[config.mk]
export PLATFORM = sky130hd
export DESIGN_NAME = length_framed_packet_receiver_flat
export DESIGN_NICKNAME = d
export VERILOG_FILES = /design/src/design/lfpr_pkg.sv /design/src/design/lfpr_if.sv /design/src/design/lfpr_deframer.sv /design/src/design/length_framed_packet_receiver.sv /design/src/flat_wrapper.sv
export SDC_FILE = /design/constraint.sdc
export NUM_CORES = 1
export LEC_CHECK = 0
export BUFFER_PORTS_ARGS = -buffer_cell sky130_fd_sc_hd__buf_2
export CAP_MARGIN = 10
export CORE_ASPECT_RATIO = 1.2
export CORE_MARGIN = 3
export CORE_UTILIZATION = 50
export CTS_BUF_LIST = sky130_fd_sc_hd__clkbuf_16
export DETAILED_ROUTE_END_ITERATION = 10
export HOLD_SLACK_MARGIN = 0.08
export PLACE_DENSITY = 0.82
export SLEW_MARGIN = 20
export SYNTH_ARGS = -nofsm -noshare
export SYNTH_HDL_FRONTEND = slang
export SYNTH_HIERARCHICAL = 1
export SYNTH_SLANG_ARGS = --single-unit
[constraint.sdc]
create_clock -name i_clk -period 5.15 [get_ports i_clk]
set_input_delay 0.7725 -clock i_clk [delete_from_list [all_inputs] [get_ports i_clk]]
set_output_delay 0.7725 -clock i_clk [all_outputs]
set_load 0.01 [all_outputs]
[src/design/lfpr_pkg.sv]
// shared types and constants for the length-framed packet receiver
// no dependencies; compiled first
package lfpr_pkg;

    // result kind codes
    typedef logic [1:0] t_kind;
    localparam t_kind KIND_PAYLOAD = 2'd0;
    localparam t_kind KIND_GOOD    = 2'd1;
    localparam t_kind KIND_BAD     = 2'd2;

    typedef logic [7:0]  t_byte;
    typedef logic [15:0] t_len;

    // configuration register map
    localparam int unsigned PADDR_W     = 3;
    localparam int unsigned PDATA_W     = 32;
    localparam t_byte       SYNC_RESET  = 8'hAA;
    localparam logic        REG_SYNC    = 1'b0;  // register index taken from paddr[2]

endpackage

[src/design/lfpr_if.sv]
// valid/ready channel interfaces: received bytes in, deframed results out
// depends on lfpr_pkg
interface lfpr_byte_if;
    import lfpr_pkg::*;

    logic  valid;
    logic  ready;
    t_byte rx_byte;

    modport source (output valid, output rx_byte, input ready);
    modport sink   (input valid, input rx_byte, output ready);
endinterface

interface lfpr_result_if;
    import lfpr_pkg::*;

    logic  valid;
    logic  ready;
    t_kind kind;
    t_byte data;
    t_byte packet_type;
    t_len  payload_length;
    t_len  byte_index;

    modport source (
        output valid, output kind, output data, output packet_type,
        output payload_length, output byte_index, input ready
    );
    modport sink (
        input valid, input kind, input data, input packet_type,
        input payload_length, input byte_index, output ready
    );
endinterface

[src/design/lfpr_deframer.sv]
// framing state machine, running checksum and result register
// depends on lfpr_pkg and lfpr_if
module lfpr_deframer (
    input  logic               i_clk,
    input  logic               i_rst_n,
    input  lfpr_pkg::t_byte    i_sync_byte,
    lfpr_byte_if.sink          i_rx,
    lfpr_result_if.source      o_res
);
    import lfpr_pkg::*;

    typedef enum logic [2:0] {
        PH_HUNT,
        PH_LEN_HI,
        PH_LEN_LO,
        PH_TYPE,
        PH_PAYLOAD,
        PH_CHECK
    } t_phase;

    t_phase r_phase,   n_phase;
    t_len   r_length,  n_length;
    t_byte  r_type,    n_type;
    t_len   r_count,   n_count;
    t_byte  r_xor,     n_xor;

    logic   r_out_valid, n_out_valid;
    t_kind  r_out_kind,  n_out_kind;
    t_byte  r_out_data,  n_out_data;
    t_len   r_out_index, n_out_index;
    t_byte  r_out_type,  n_out_type;
    t_len   r_out_len,   n_out_len;

    logic   w_accept;
    logic   w_emit;
    t_len   w_count_inc;

    // take a new byte whenever the result register is free or being drained
    assign i_rx.ready  = !r_out_valid || o_res.ready;
    assign w_accept    = i_rx.valid && i_rx.ready;
    assign w_count_inc = r_count + 16'd1;

    // next state for one received byte
    always_comb begin
        n_phase  = r_phase;
        n_length = r_length;
        n_type   = r_type;
        n_count  = r_count;
        n_xor    = r_xor;
        w_emit   = 1'b0;
        n_out_kind  = r_out_kind;
        n_out_data  = r_out_data;
        n_out_index = r_out_index;
        if (w_accept) begin
            unique case (r_phase)
                PH_LEN_HI: begin
                    n_length = {i_rx.rx_byte, 8'h00};
                    n_xor    = i_rx.rx_byte;
                    n_phase  = PH_LEN_LO;
                end
                PH_LEN_LO: begin
                    n_length = {r_length[15:8], i_rx.rx_byte};
                    n_xor    = r_xor ^ i_rx.rx_byte;
                    n_phase  = PH_TYPE;
                end
                PH_TYPE: begin
                    n_type  = i_rx.rx_byte;
                    n_xor   = r_xor ^ i_rx.rx_byte;
                    n_count = '0;
                    // zero length goes straight to the checksum byte
                    n_phase = (r_length == '0) ? PH_CHECK : PH_PAYLOAD;
                end
                PH_PAYLOAD: begin
                    w_emit      = 1'b1;
                    n_out_kind  = KIND_PAYLOAD;
                    n_out_data  = i_rx.rx_byte;
                    n_out_index = r_count;
                    n_xor       = r_xor ^ i_rx.rx_byte;
                    n_count     = w_count_inc;
                    if (w_count_inc == r_length) begin
                        n_phase = PH_CHECK;
                    end
                end
                PH_CHECK: begin
                    w_emit      = 1'b1;
                    n_out_kind  = (r_xor == i_rx.rx_byte) ? KIND_GOOD : KIND_BAD;
                    n_out_data  = i_rx.rx_byte;
                    n_out_index = r_count;
                    n_phase     = PH_HUNT;
                end
                default: begin
                    n_phase = (i_rx.rx_byte == i_sync_byte) ? PH_LEN_HI : PH_HUNT;
                end
            endcase
        end
    end

    // result register: load on emit, clear once taken
    always_comb begin
        n_out_valid = r_out_valid && !o_res.ready;
        n_out_type  = r_out_type;
        n_out_len   = r_out_len;
        if (w_emit) begin
            n_out_valid = 1'b1;
            n_out_type  = r_type;
            n_out_len   = r_length;
        end
    end

    // state and registered outputs
    always_ff @(posedge i_clk) begin
        if (!i_rst_n) begin
            r_phase     <= PH_HUNT;
            r_length    <= '0;
            r_type      <= '0;
            r_count     <= '0;
            r_xor       <= '0;
            r_out_valid <= 1'b0;
        end else begin
            r_phase     <= n_phase;
            r_length    <= n_length;
            r_type      <= n_type;
            r_count     <= n_count;
            r_xor       <= n_xor;
            r_out_valid <= n_out_valid;
        end
        r_out_kind  <= n_out_kind;
        r_out_data  <= n_out_data;
        r_out_index <= n_out_index;
        r_out_type  <= n_out_type;
        r_out_len   <= n_out_len;
    end

    assign o_res.valid          = r_out_valid;
    assign o_res.kind           = r_out_kind;
    assign o_res.data           = r_out_data;
    assign o_res.packet_type    = r_out_type;
    assign o_res.payload_length = r_out_len;
    assign o_res.byte_index     = r_out_index;

    // payload count never passes the declared length inside a packet
    a_count_bound: assert property (@(posedge i_clk) disable iff (!i_rst_n)
        (r_phase == PH_PAYLOAD || r_phase == PH_CHECK) |-> (r_count <= r_length))
        else $error("payload count beyond declared length");

    // payload results carry an index inside the packet
    a_payload_index: assert property (@(posedge i_clk) disable iff (!i_rst_n)
        (r_out_valid && r_out_kind == KIND_PAYLOAD) |-> (r_out_index < r_out_len))
        else $error("payload byte index out of range");

    // end markers report the full payload count
    a_end_index: assert property (@(posedge i_clk) disable iff (!i_rst_n)
        (r_out_valid && (r_out_kind == KIND_GOOD || r_out_kind == KIND_BAD))
        |-> (r_out_index == r_out_len))
        else $error("end marker count differs from declared length");

    // header bytes never produce a result
    a_header_silent: assert property (@(posedge i_clk) disable iff (!i_rst_n)
        (w_accept && r_phase != PH_PAYLOAD && r_phase != PH_CHECK)
        |=> (r_out_valid == $past(r_out_valid && !o_res.ready)))
        else $error("result produced for a header byte");

endmodule

[src/design/length_framed_packet_receiver.sv]
// length-framed packet receiver: one received byte per transfer in, payload bytes
// and packet end markers out. Result appears in the cycle after its byte is
// accepted; a byte can be accepted every cycle unless o_res stalls, set by the
// single result register stage. Synchronous active-low reset returns to sync
// hunting with sync byte 0xAA. Depends on lfpr_pkg, lfpr_if and lfpr_deframer
module length_framed_packet_receiver (
    input  logic                          i_clk,
    input  logic                          i_rst_n,
    input  logic                          psel,
    input  logic                          penable,
    input  logic                          pwrite,
    input  logic [lfpr_pkg::PADDR_W-1:0]  paddr,
    input  logic [lfpr_pkg::PDATA_W-1:0]  pwdata,
    output logic [lfpr_pkg::PDATA_W-1:0]  prdata,
    output logic                          pready,
    lfpr_byte_if.sink                     i_rx,
    lfpr_result_if.source                 o_res
);
    import lfpr_pkg::*;

    t_byte r_sync;
    logic  w_reg_hit;

    // register decode on the word index
    assign pready    = 1'b1;
    assign w_reg_hit = (paddr[2] == REG_SYNC);

    // sync byte register
    always_ff @(posedge i_clk) begin
        if (!i_rst_n) begin
            r_sync <= SYNC_RESET;
        end else if (psel && penable && pwrite && pready && w_reg_hit) begin
            r_sync <= pwdata[7:0];
        end
    end

    // read back
    assign prdata = w_reg_hit ? {{(PDATA_W-8){1'b0}}, r_sync} : '0;

    lfpr_deframer u_deframer (
        .i_clk       (i_clk),
        .i_rst_n     (i_rst_n),
        .i_sync_byte (r_sync),
        .i_rx        (i_rx),
        .o_res       (o_res)
    );

endmodule
[src/flat_wrapper.sv]
// flat-port wrapper written by rule: the top's interface ports become plain ports
module length_framed_packet_receiver_flat import lfpr_pkg::*;
  (i_clk, i_rst_n, psel, penable, pwrite, paddr, pwdata, prdata, pready, i_rx_valid, i_rx_rx_byte, i_rx_ready, o_res_valid, o_res_kind, o_res_data, o_res_packet_type, o_res_payload_length, o_res_byte_index, o_res_ready);
  lfpr_byte_if i_rx_i ();
  lfpr_result_if o_res_i ();
  input  logic i_clk;
  input  logic i_rst_n;
  input  logic psel;
  input  logic penable;
  input  logic pwrite;
  input  logic [lfpr_pkg::PADDR_W-1:0] paddr;
  input  logic [lfpr_pkg::PDATA_W-1:0] pwdata;
  output logic [lfpr_pkg::PDATA_W-1:0] prdata;
  output logic pready;
  input wire logic [$bits(i_rx_i.valid)-1:0] i_rx_valid;
  input wire logic [$bits(i_rx_i.rx_byte)-1:0] i_rx_rx_byte;
  output wire logic [$bits(i_rx_i.ready)-1:0] i_rx_ready;
  output wire logic [$bits(o_res_i.valid)-1:0] o_res_valid;
  output wire logic [$bits(o_res_i.kind)-1:0] o_res_kind;
  output wire logic [$bits(o_res_i.data)-1:0] o_res_data;
  output wire logic [$bits(o_res_i.packet_type)-1:0] o_res_packet_type;
  output wire logic [$bits(o_res_i.payload_length)-1:0] o_res_payload_length;
  output wire logic [$bits(o_res_i.byte_index)-1:0] o_res_byte_index;
  input wire logic [$bits(o_res_i.ready)-1:0] o_res_ready;
  assign i_rx_i.valid = i_rx_valid;
  assign i_rx_i.rx_byte = i_rx_rx_byte;
  assign i_rx_ready = i_rx_i.ready;
  assign o_res_valid = o_res_i.valid;
  assign o_res_kind = o_res_i.kind;
  assign o_res_data = o_res_i.data;
  assign o_res_packet_type = o_res_i.packet_type;
  assign o_res_payload_length = o_res_i.payload_length;
  assign o_res_byte_index = o_res_i.byte_index;
  assign o_res_i.ready = o_res_ready;
  length_framed_packet_receiver u_core (.i_clk(i_clk), .i_rst_n(i_rst_n), .psel(psel), .penable(penable), .pwrite(pwrite), .paddr(paddr), .pwdata(pwdata), .prdata(prdata), .pready(pready), .i_rx(i_rx_i), .o_res(o_res_i));
endmodule
# Word level (Yosys, flattened, before mapping)
# Index checks and enable logic that the tools add are counted.
[totals]
register_bits = 110
input_bits = 50
output_inout_bits = 85
elab_cells = 62
[classes]
n_addsub = 1
eq_ne = 9
muxes = 13
n_bitwise = 3
reduce_logical = 23
[ops]
columns = ["op", "n"]
rows = [
  ["one-hot mux 16 bit (2 select lines)", 2],
  ["adder 16 x 1 -> 16 bit, second input constant", 1],
  ["equality test 16 bit", 1],
  ["equality test 8 bit", 2],
  ["zero test 16 bit", 1],
  ["one-hot mux 8 bit (2 select lines)", 1],
  ["one-hot mux 3 bit (5 select lines)", 1],
  ["AND reduction 2 bit", 7],
  ["two-way mux 8 bit", 1],
  ["nonzero test 2 bit", 4],
  ["bitwise XOR 8 bit", 1],
  ["equality test 3 x 2 -> 1 bit, second input constant", 2],
  ["equality test 3 bit, second input constant", 2],
  ["logical AND 1 bit", 5],
  ["two-way mux 1 bit", 5],
  ["one-hot mux 2 bit (2 select lines)", 1],
  ["equality test 3 x 1 -> 1 bit, second input constant", 1],
  ["two-way mux 3 bit", 1],
  ["AND reduction 3 bit", 1],
  ["OR reduction 3 bit", 1],
  ["zero test 1 bit", 2],
  ["two-way mux 2 bit", 1],
  ["!= test 2 bit, second input constant", 1],
  ["inverter 1 bit", 2],
  ["2 further kinds", 2],
]

# Depth between registers and ports, before layout
# Gate-level depths: netlist (run 1).
[logic_depth]
depth_word = 5
mapped_depth = 9
ltp_nobuf = 7

# Hierarchy
# The synthesis (run 1) kept the hierarchy.
[by_module_without_submodules]
columns = ["mod", "instances", "cells_each", "area_per_inst_um2"]
rows = [
  ["lfpr_deframer", 1, 437, 4561.9],
  ["length_framed_packet_receiver", 1, 70, 610.6],
]

# Least setup slack after synthesis (run 1)
# OpenSTA, ideal clock, no wires.
[synth_path]
path_type = "input -> register"
from = "input port o_res_ready"
to = "register u_core.u_deframer.r_out_index[0] (netlist: u_core/u_deframer/o_res.byte_index[0]), enable pin"
setup_time_ps = 404
arrival_ps = 2303
required_time_ps = 4746
slack_ps = 2443
cell_stages = 4
path_cell_list = "nand2b_1 clkbuf_1 nand3_1 inv_1"
[synth_via]
elab_chain_cells = 3
[synth_rtl]
columns = ["element", "line", "rtl"]
rows = [
  ["start: declaration", "flat_wrapper.sv:24", "input wire logic [$bits(o_res_i.ready)-1:0] o_res_ready;"],
  ["logical OR 1 bit", "lfpr_deframer.sv:39", "assign i_rx.ready = !r_out_valid || o_res.ready;"],
  ["named net i_rx_ready", "flat_wrapper.sv:17", "output wire logic [$bits(i_rx_i.ready)-1:0] i_rx_ready;"],
  ["logical AND 1 bit", "lfpr_deframer.sv:40", "assign w_accept = i_rx.valid && i_rx.ready;"],
  ["AND reduction 2 bit (no source line)", "-", ""],
  ["end signal: assignment", "lfpr_deframer.sv:129", "r_out_index <= n_out_index;"],
  ["end: declaration", "lfpr_deframer.sv:30", "t_len r_out_index, n_out_index;"],
]
# The timed path passes the listed nets, and every way through them passes these cells.
# A chain may end at the register's enable or synchronous reset.

# Worst setup path in the final report (run 1)
[layout_path]
from = "register u_core.u_deframer.r_phase[2]"
to = "register u_core.u_deframer.r_count[6]"
[layout_via]
elab_chain_cells = 3
word_cells_on_any_way = 5
classes_between = "eq/ne (2); mux (1); reduce/logical (2)"
[layout_rtl]
columns = ["element", "line", "rtl"]
rows = [
  ["start: declaration", "lfpr_deframer.sv:21", "t_phase r_phase, n_phase;"],
  ["start signal: assignment", "lfpr_deframer.sv:120", "r_phase <= n_phase;"],
  ["equality test 3 bit / equality test 3 x 2 -> 1 bit (equally long branches)", "lfpr_deframer.sv:55", "unique case (r_phase)"],
  ["nonzero test 2 bit (no source line)", "-", ""],
  ["AND reduction 2 bit (no source line)", "-", ""],
  ["end signal: assignment", "lfpr_deframer.sv:123", "r_count <= n_count;"],
  ["end: declaration", "lfpr_deframer.sv:24", "t_len r_count, n_count;"],
]
# Parallel ways exist; a longest one is shown, timed or not.

==> results of run 1 <==
==> sequential cells by signal (all words and copies together) (netlist names) <==
| register | flops |
|---|---|
| u_core/r_sync | 8 |
| u_core/u_deframer/o_res.byte_index | 16 |
| u_core/u_deframer/o_res.data | 8 |
| u_core/u_deframer/o_res.kind | 2 |
| u_core/u_deframer/o_res.packet_type | 8 |
| u_core/u_deframer/o_res.payload_length | 16 |
| u_core/u_deframer/o_res.valid | 1 |
| u_core/u_deframer/r_count | 16 |
| u_core/u_deframer/r_length | 16 |
| u_core/u_deframer/r_phase | 3 |
| u_core/u_deframer/r_type | 8 |
| u_core/u_deframer/r_xor | 8 |
==> kinds of logic after synthesis <==
family,after synthesis,synth area share
flip-flops,110,0.522
XOR/XNOR,33,0.0559
buffers and inverters,63,0.0687
adder cells (fa/ha/maj),3,0.00677
multiplexers,17,0.0331
other,2,0.00145
AO/OA/AOI/OAI,103,0.128
AND/OR/NAND/NOR,176,0.183
==> stage by stage <==
| stage | instance area, um^2 | setup WS (ps) |
|---|---|---|
| 2_1_floorplan | 5260 | 2440 |
| 3_3_place_gp | 5510 | 2560 |
| 3_5_place_dp | 5510 | 2470 |
| 4_1_cts | 5860 | 2580 |
| 5_1_grt | 5860 | 2330 |
| 6_report | 5860 | 2510 |
==> layer usage <==
layer	wire length [um]	vias to the layer above	GRT usage	part of all wire
li1	-	1911	-	-
met1	4220	1870	0.229	0.38
met2	5870	180	0.336	0.52
met3	901	24	0.0512	0.080
met4	257	0	0.0743	0.023
met5	0	-	0	0
==> placed cells by master, fill, tap and decap left out, types with 16 or more instances in the layout <==
cell	netlist	routed
conb_1	2	25
a21oi_1	35	35
edfxtp_1	50	50
nor2_1	35	35
o21ai_0	18	18
buf_2	11	83
nand3_1	24	24
mux2i_1	16	16
xnor2_1	27	27
nand2_1	45	45
dfxtp_1	60	60
==> how the worst min path moves through the flow <==
stage	end	from
final	u_core/u_deframer/o_res.packet_type[3]	u_core/u_deframer/r_type[3]
after detailed placement	u_core/u_deframer/o_res.packet_type[3]	u_core/u_deframer/r_type[3]
after CTS	u_core/u_deframer/o_res.packet_type[3]	u_core/u_deframer/r_type[3]
after global routing	u_core/u_deframer/o_res.packet_type[6]	u_core/u_deframer/r_type[6]
after global placement	u_core/u_deframer/o_res.packet_type[3]	u_core/u_deframer/r_type[3]
after floorplan	u_core/u_deframer/o_res.byte_index[2]	u_core/u_deframer/r_count[2]
==> cell type report <==
| type | count | area [um^2] | area share |
|---|---|---|---|
| Sequential cell | 110 | 2700 | 0.461 |
| Clock buffer | 9 | 225 | 0.0384 |
| Timing Repair Buffer | 84 | 423 | 0.0722 |
| Multi-Input combinational cell | 357 | 2200 | 0.376 |
| Inverter | 6 | 22.5 | 0.00384 |
| Tap cell | 126 | 158 | 0.0269 |
| Clock inverter | 7 | 129 | 0.0220 |
==> power by group <==
| part | total (mW) | internal (mW) | switching (mW) |
|---|---|---|---|
| Clock | 0.798 | 0.484 | 0.314 |
| Sequential | 0.908 | 0.906 | 0.00153 |
| Combinational | 0.0597 | 0.0199 | 0.0399 |
==> impl_metrics.toml, run 1 <==
[logic_synthesis]
ys_top_cells_by_area = "edfxtp_1 29%, dfxtp_1 23%, xnor2_1 4.6%"
yosysTopAreaCellShare = 0.290
synthMostInstantiatedCell = "dfxtp_1"
ys.flop_type = "dfxtp_1"
avgSynthCellArea_um2 = 10.2
synth-async-reset-ratio = 0
synthDistinctLibCells = 65
synth_edf_count = 50
synth_seq_cells = 110
ys_seq_area_frac = 0.522
synth-warning-count = 6
syn_inst = 507
syn_area_um2 = 5170
synth_common_cells = "60 x dfxtp_1, 50 x edfxtp_1, 45 x nand2_1, 35 x a21oi_1, 35 x nor2_1"
yosysTopAreaCell = "edfxtp_1"

[timing]
final.setup_skew_ps = 7.52
setup_violations = 0
final.min_clock_period_ps = 2640
slew_viol_final = 0
max_slew_margin = 0.312
hold_viol_final = 0
worstMarginPinSlew_ps = 1030
fin_setup_tns_ps = 0
rsz0062_at_grt = "false"
period_share = 0.512
whs_ps = 438
fmaxAchievable_mhz = 379

[placed_design]
portBuffers = 83
gp_congestion = 0.898
placedCellCount = 683
place_hpwl_um = 7990

[worst_setup_path]
worstReg2RegEnd = "u_core/u_deframer/r_count[6]"
rrSetupSlack_ps = 2510
path_cells = "nor3b_2 > nand3_1 > nand2_1 > o21ai_0 > a21oi_1 > nor2_1"
crit_arrival_ps = 2860
reg2regPathDepth = 6
path_max_fanout = 14
setup.worst_path.start_class = "register"
path_class = "reg -> reg"
regToRegStartpoint = "u_core/u_deframer/r_phase[2]"
endpoint_kind = "register"
cpMaxStageDelayCell = "nand3_1"
max_stage_delay_ps = 540
worst-path-stages = 6
crit_path_start = "u_core/u_deframer/r_phase[2]"
critPathBufInv = 0
crit_path_end = "u_core/u_deframer/r_count[6]"
critPathTopFamily = "simple AND/OR/NAND/NOR gates"
critical_path_required_ps = 5370

[route]
drt.antenna.violating_nets = 0
drtIter0Drc = 265
dr_total_vias = 3985
drc = 0
routedWlPerCell_um = 16.1
viasPerCell = 5.70
first_pass_iters = 6
drt_wl_total_um = 11300

[global_route]
grt_pass1_wl_um = 18500
grt_max_degree = 51
antenna_found_initial = 0
grt_use_total = 0.195
grt_overflow_total = 0
first_global_vias = 3757

[floorplan]
initial_utilization = 0.514
dieHeight_um = 117
dieArea_um2 = 11600
fp.dieW_um = 98.9
io_pins = 135
core_um2 = 10100
rows = 40

[layout]
post-route-util = 0.583
stdcell_count = 699
area_growth_pct = 13.3
n_antenna_cell = 0
drive_gt1_frac = 0.218
final_nets = 620
n_fill_cell = 845

[power]
total_power_mw = 1.77
p_per_area_nw_per_um2 = 301
vdd_drop_max_mv = 0.176
p_leak_nw = 2.18

[cts]
clk_latency_ps = 340
cts_buffers = 9
hold_buffers = 0
htree_levels = 3
cts.sinks = 110
cts_tree = "done"
postCtsSetupBuffers = 0
cts-root-buf = "clkbuf_16"
path_clk_slew_ps = 70
cts.repair.resized = 0
cts_buffer_depth = 2

[hold_path]
min_path_type = "reg -> reg"
min_delay_path_depth = 0

[outcome]
outcome = "finished, final reports clean"

[flow_run]
drv_cap = 0
Note: power is estimated with default switching activity, not from simulation.
==> run 2, diff against run 1 <==
- CORE_UTILIZATION: 50 -> 48
- clock period: 5.15 -> 2.14 ns (I/O delays scaled with it)
==> run 2 against run 1 <==
Utilization up 0.91 points. Total power up 120%. Clock power up 100%. Register-to-register slack got worse by 2400 ps. Via count rose by 3.6%. Sequential share of layout area fell by 1.5 points. Largest cell class unchanged. Largest power group unchanged. Setup slack lost 2400 ps. Critical path type unchanged. Worst hold slack worse by 230 ps. Sequential power grew 140%. Maximum frequency increased by 30%.
==> impl_metrics.toml, run 2 (synthesis results as in run 1) <==
[hold_path]
min_delay_path_depth = 3
min_path_type = "in -> reg"

[timing]
period_share = 0.949
worstMarginPinSlew_ps = 558
final.min_clock_period_ps = 2030
final.setup_skew_ps = 11.3
slew_viol_final = 0
fmaxAchievable_mhz = 492
rsz0062_at_grt = "false"
hold_viol_final = 0
setup_violations = 0
whs_ps = 213
max_slew_margin = 0.627
fin_setup_tns_ps = 0
layout_setup_ws_ps = 108

[power]
p_leak_nw = 2.32
comb_power_share = 0.038
total_power_mw = 3.96
clkPwrFrac = 0.410
p_int_mw = 3.10
p_sw_frac = 0.217
seqPwrFrac = 0.552
power.net_switching_mw = 0.861
vdd_drop_max_mv = 0.326
p_per_area_nw_per_um2 = 652

[global_route]
first_global_vias = 3901
antenna_found_initial = 0
grt_pass1_wl_um = 19200
grt_use_total = 0.204
grt_max_degree = 35
grt_overflow_total = 0

[route]
first_pass_iters = 7
drtIter0Drc = 229
dr_total_vias = 4128
routedWlPerCell_um = 16.7
drt_wl_total_um = 12200
drc = 0
drt.antenna.violating_nets = 0
viasPerCell = 5.65

[placed_design]
placedCellCount = 715
place_area_um2 = 5760
place_hpwl_um = 8930
portBuffers = 83
place_ws_ps = 22.0
gp_congestion = 0.882

[worst_setup_path]
cpMaxStageDelayCell = "o31ai_2"
endpoint_kind = "register"
critPathBufInv = 1
worst-path-stages = 8
crit_arrival_ps = 2290
setup.worst_path.start_class = "register"
critical_path_required_ps = 2400
rrSetupSlack_ps = 110
reg2regPathDepth = 8
path_max_fanout = 5
path_cells = "ha_1 > buf_4 > nor3b_1 > o21a_1 > o31ai_2 > a211oi_2 > and4_1 > o32ai_1"
path_class = "reg -> reg"
critPathTopFamily = "compound AO/OA/AOI/OAI gates"
max_stage_delay_ps = 340

[layout]
stdcell_count = 731
n_antenna_cell = 0
fin_area_um2 = 6070
drive_gt1_frac = 0.269
layout_commonest_cell = "buf_2"
post-route-util = 0.592
final_nets = 652
area_growth_pct = 17.4
layout_common_cells = "83 x buf_2, 57 x dfxtp_1, 50 x edfxtp_1, 44 x nand2_1"

[floorplan]
io_pins = 135
rows = 40
dieHeight_um = 120
dieArea_um2 = 12100
core_um2 = 10300
fp.dieW_um = 101
initial_utilization = 0.504

[cts]
hold_buffers = 0
cts.sinks = 110
path_clk_slew_ps = 80
htree_levels = 3
cts_tree = "done"
clk_latency_ps = 360
cts-root-buf = "clkbuf_16"
cts_buffer_depth = 2
cts_buffers = 9

[outcome]
outcome = "finished, final reports clean"

[flow_run]
drv_cap = 0
==> run 2: final timing paths <==
kind                                            endpoint                    startpoint
setup / recovery            u_core/u_deframer/r_phase[2]  u_core/u_deframer/r_count[0]
hold / removal                          u_core/r_sync[0]                     pwdata[0]
setup reg to reg            u_core/u_deframer/r_phase[2]  u_core/u_deframer/r_count[0]
hold reg to reg   u_core/u_deframer/o_res.packet_type[0]   u_core/u_deframer/r_type[0]
==> run 2: worst min-delay path, cell delays in order <==
cell and delay (ps):
buf_2 100, nand2_1 50, mux2i_1 60
==> run 2: area by class of cell <==
| class | instances | area, um^2 |
|---|---|---|
| Clock buffer | 10 | 250 |
| Clock inverter | 6 | 42.5 |
| Fill cell | 852 | 4190 |
| Inverter | 6 | 26.3 |
| Multi-Input combinational cell | 357 | 2210 |
| Sequential cell | 110 | 2710 |
| Tap cell | 126 | 158 |
| Timing Repair Buffer | 116 | 676 |
==> run 2: power groups by stage <==
stage | Clock (mW) | Combinational [mW] | Sequential [mW]
after global routing | 1.72 | 0.165 | 2.18
after global placement | 0 | 0.144 | 2.23
after floorplan | 0 | 0.129 | 2.23
after detailed placement | 0 | 0.149 | 2.23
after CTS | 1.65 | 0.150 | 2.18
final | 1.63 | 0.150 | 2.18
==> run 2: routing by layer <==
layer,vias up,GRT usage,part of all wire
met3,23,0.0436,0.070
met5,-,0,0
li1,1965,-,-
met2,175,0.368,0.52
met4,0,0.0741,0.023
met1,1965,0.233,0.38
==> run 2: what timing repair did <==
item / in CTS / in global routing
setup endpoints to repair: 0 / 4
endpoints found under the hold margin: 0 / 0
setup buffers: 0 / 0
gates resized for setup: 0 / 8
==> run 3, diff against run 2 <==
==> constraint.sdc (replaced) <==
create_clock -name i_clk -period 2.14 [get_ports i_clk]
set_input_delay 0 -clock i_clk [delete_from_list [all_inputs] [get_ports i_clk]]
set_output_delay 0 -clock i_clk [all_outputs]
set_load 0.01 [all_outputs]
==> run 3 against run 2 <==
Setup slack improved by 4.1 ps. Non-clock buffer count increased by 25. Critical path type unchanged. Highest routed layer unchanged. Sequential power about the same. Largest power group unchanged. Final cell count grew 3.4%.
==> impl_metrics.toml, run 3 (synthesis results as in run 1) <==
[worst_setup_path]
worstReg2RegEnd = "u_core/u_deframer/r_phase[0]"
path_max_fanout = 5
crit_arrival_ps = 2300
endpoint_kind = "register"
regToRegStartpoint = "u_core/u_deframer/r_count[1]"
rrSetupSlack_ps = 110
setup.worst_path.start_class = "register"
critical_path_required_ps = 2410
path_class = "reg -> reg"
reg2regPathDepth = 7

[floorplan]
io_pins = 135
rows = 40
initial_utilization = 0.504
fp.dieW_um = 101
dieHeight_um = 120
core_um2 = 10300
dieArea_um2 = 12100

[global_route]
grt_pass1_wl_um = 20200
first_global_vias = 4012
grt_use_total = 0.215
antenna_found_initial = 0
grt_overflow_total = 0
grt_max_degree = 31

[hold_path]
min_delay_path_depth = 3
worst_hold_startpoint = "i_rx_valid"
min_path_type = "in -> reg"
min_to = "u_core/u_deframer/o_res.valid"

[placed_design]
place_hpwl_um = 8760
place_ws_ps = 116
gp_congestion = 0.901
place_area_um2 = 5750
portBuffers = 83
placedCellCount = 715

[outcome]
outcome = "finished, final reports clean"

[layout]
final_nets = 677
drive_gt1_frac = 0.252
layout_commonest_cell = "buf_2"
n_antenna_cell = 0
multi_input_area_um2 = 2210
post-route-util = 0.614
stdcell_count = 756
n_fill_cell = 834
area_growth_pct = 21.7
fin_area_um2 = 6300
seqCellArea_um2 = 2700
layout_common_cells = "83 x buf_2, 59 x dfxtp_1, 50 x edfxtp_1, 45 x nand2_1"

[timing]
final.min_clock_period_ps = 2030
slew_viol_final = 0
final.setup_skew_ps = 9.98
fin_setup_tns_ps = 0
fmaxAchievable_mhz = 493
layout_setup_ws_ps = 112
rsz0062_at_grt = "false"
whs_ps = 97.4
setup_violations = 0
max_slew_margin = 0.640
hold_viol_final = 0
worstMarginPinSlew_ps = 539
period_share = 0.948

[power]
p_leak_nw = 2.42
vdd_drop_max_mv = 0.325
p_per_area_nw_per_um2 = 627
total_power_mw = 3.95

[cts]
cts_buffers = 9
htree_levels = 3
cts-root-buf = "clkbuf_16"
cts_tree = "done"
clk_latency_ps = 350
postCtsSetupBuffers = 0
cts_buffer_depth = 2
path_clk_slew_ps = 70
cts.sinks = 110

[route]
viasPerCell = 5.51
dr_total_vias = 4168
drc = 0
first_pass_iters = 5
routedWlPerCell_um = 16.8
drt.antenna.violating_nets = 0
drt_wl_total_um = 12700
drtIter0Drc = 264

[flow_run]
drv_cap = 0
==> run 3: cell count changes in the layout (fill, tap and decap cells not counted), moves of 2 or more <==
| cell | before | now |
|---|---|---|
| dfxtp_1 | 57 | 59 |
| inv_6 | 2 | 0 |
| dfxtp_2 | 3 | 1 |
| clkinvlp_4 | 1 | 3 |
| dlygate4sd3_1 | 0 | 25 |
==> run 3: worst max-delay path by stage <==
stage	end	cells past startpoint	slack (ps)	start
6_report	u_core/u_deframer/r_phase[0]	7	110	u_core/u_deframer/r_count[1]
5_1_grt	u_core/u_deframer/r_phase[0]	7	4	u_core/u_deframer/r_count[0]
4_1_cts	u_core/u_deframer/r_phase[2]	8	70	u_core/u_deframer/r_count[0]
3_5_place_dp	u_core/u_deframer/r_phase[2]	8	120	u_core/u_deframer/r_count[0]
3_3_place_gp	u_core/u_deframer/r_phase[2]	8	120	u_core/u_deframer/r_count[0]
2_1_floorplan	u_core/u_deframer/r_phase[2]	7	150	u_core/u_deframer/r_count[0]
==> run 3: worst max-delay path, cell delays in order (launching register included) <==
cell	delay (ps)
dfxtp_1	350
ha_1	230
and3_2	280
nand4_1	140
or3_1	370
a21oi_2	220
nand4_1	130
a211oi_2	230
==> run 3: where the power goes <==
part | internal [mW] | switching, mW
registers | 2.18 | 0.00387
logic | 0.0760 | 0.103
clock network | 0.852 | 0.729
==> run 3: final cells by class <==
cell class,instances,share of cell area
Tap cell,126,0.0250
Sequential cell,110,0.429
Timing Repair Buffer,141,0.145
Multi-Input combinational cell,357,0.351
Clock inverter,6,0.00576
Clock buffer,10,0.0397
Inverter,6,0.00417
==> run 3: what timing repair did <==
item                       4_1_cts  5_1_grt
setup endpoints to repair        0        2
hold endpoints to repair        42        0
hold buffers                    25        0
gates resized for setup          0        4
==> run 3: routing by layer <==
layer / GRT usage / wire length [um] / up-vias
met3: 0.0558 / 891 / 21
li1: - / - / 2010
met2: 0.381 / 6560 / 183
met5: 0 / 0 / -
met1: 0.249 / 4960 / 1954
met4: 0.0699 / 257 / 0
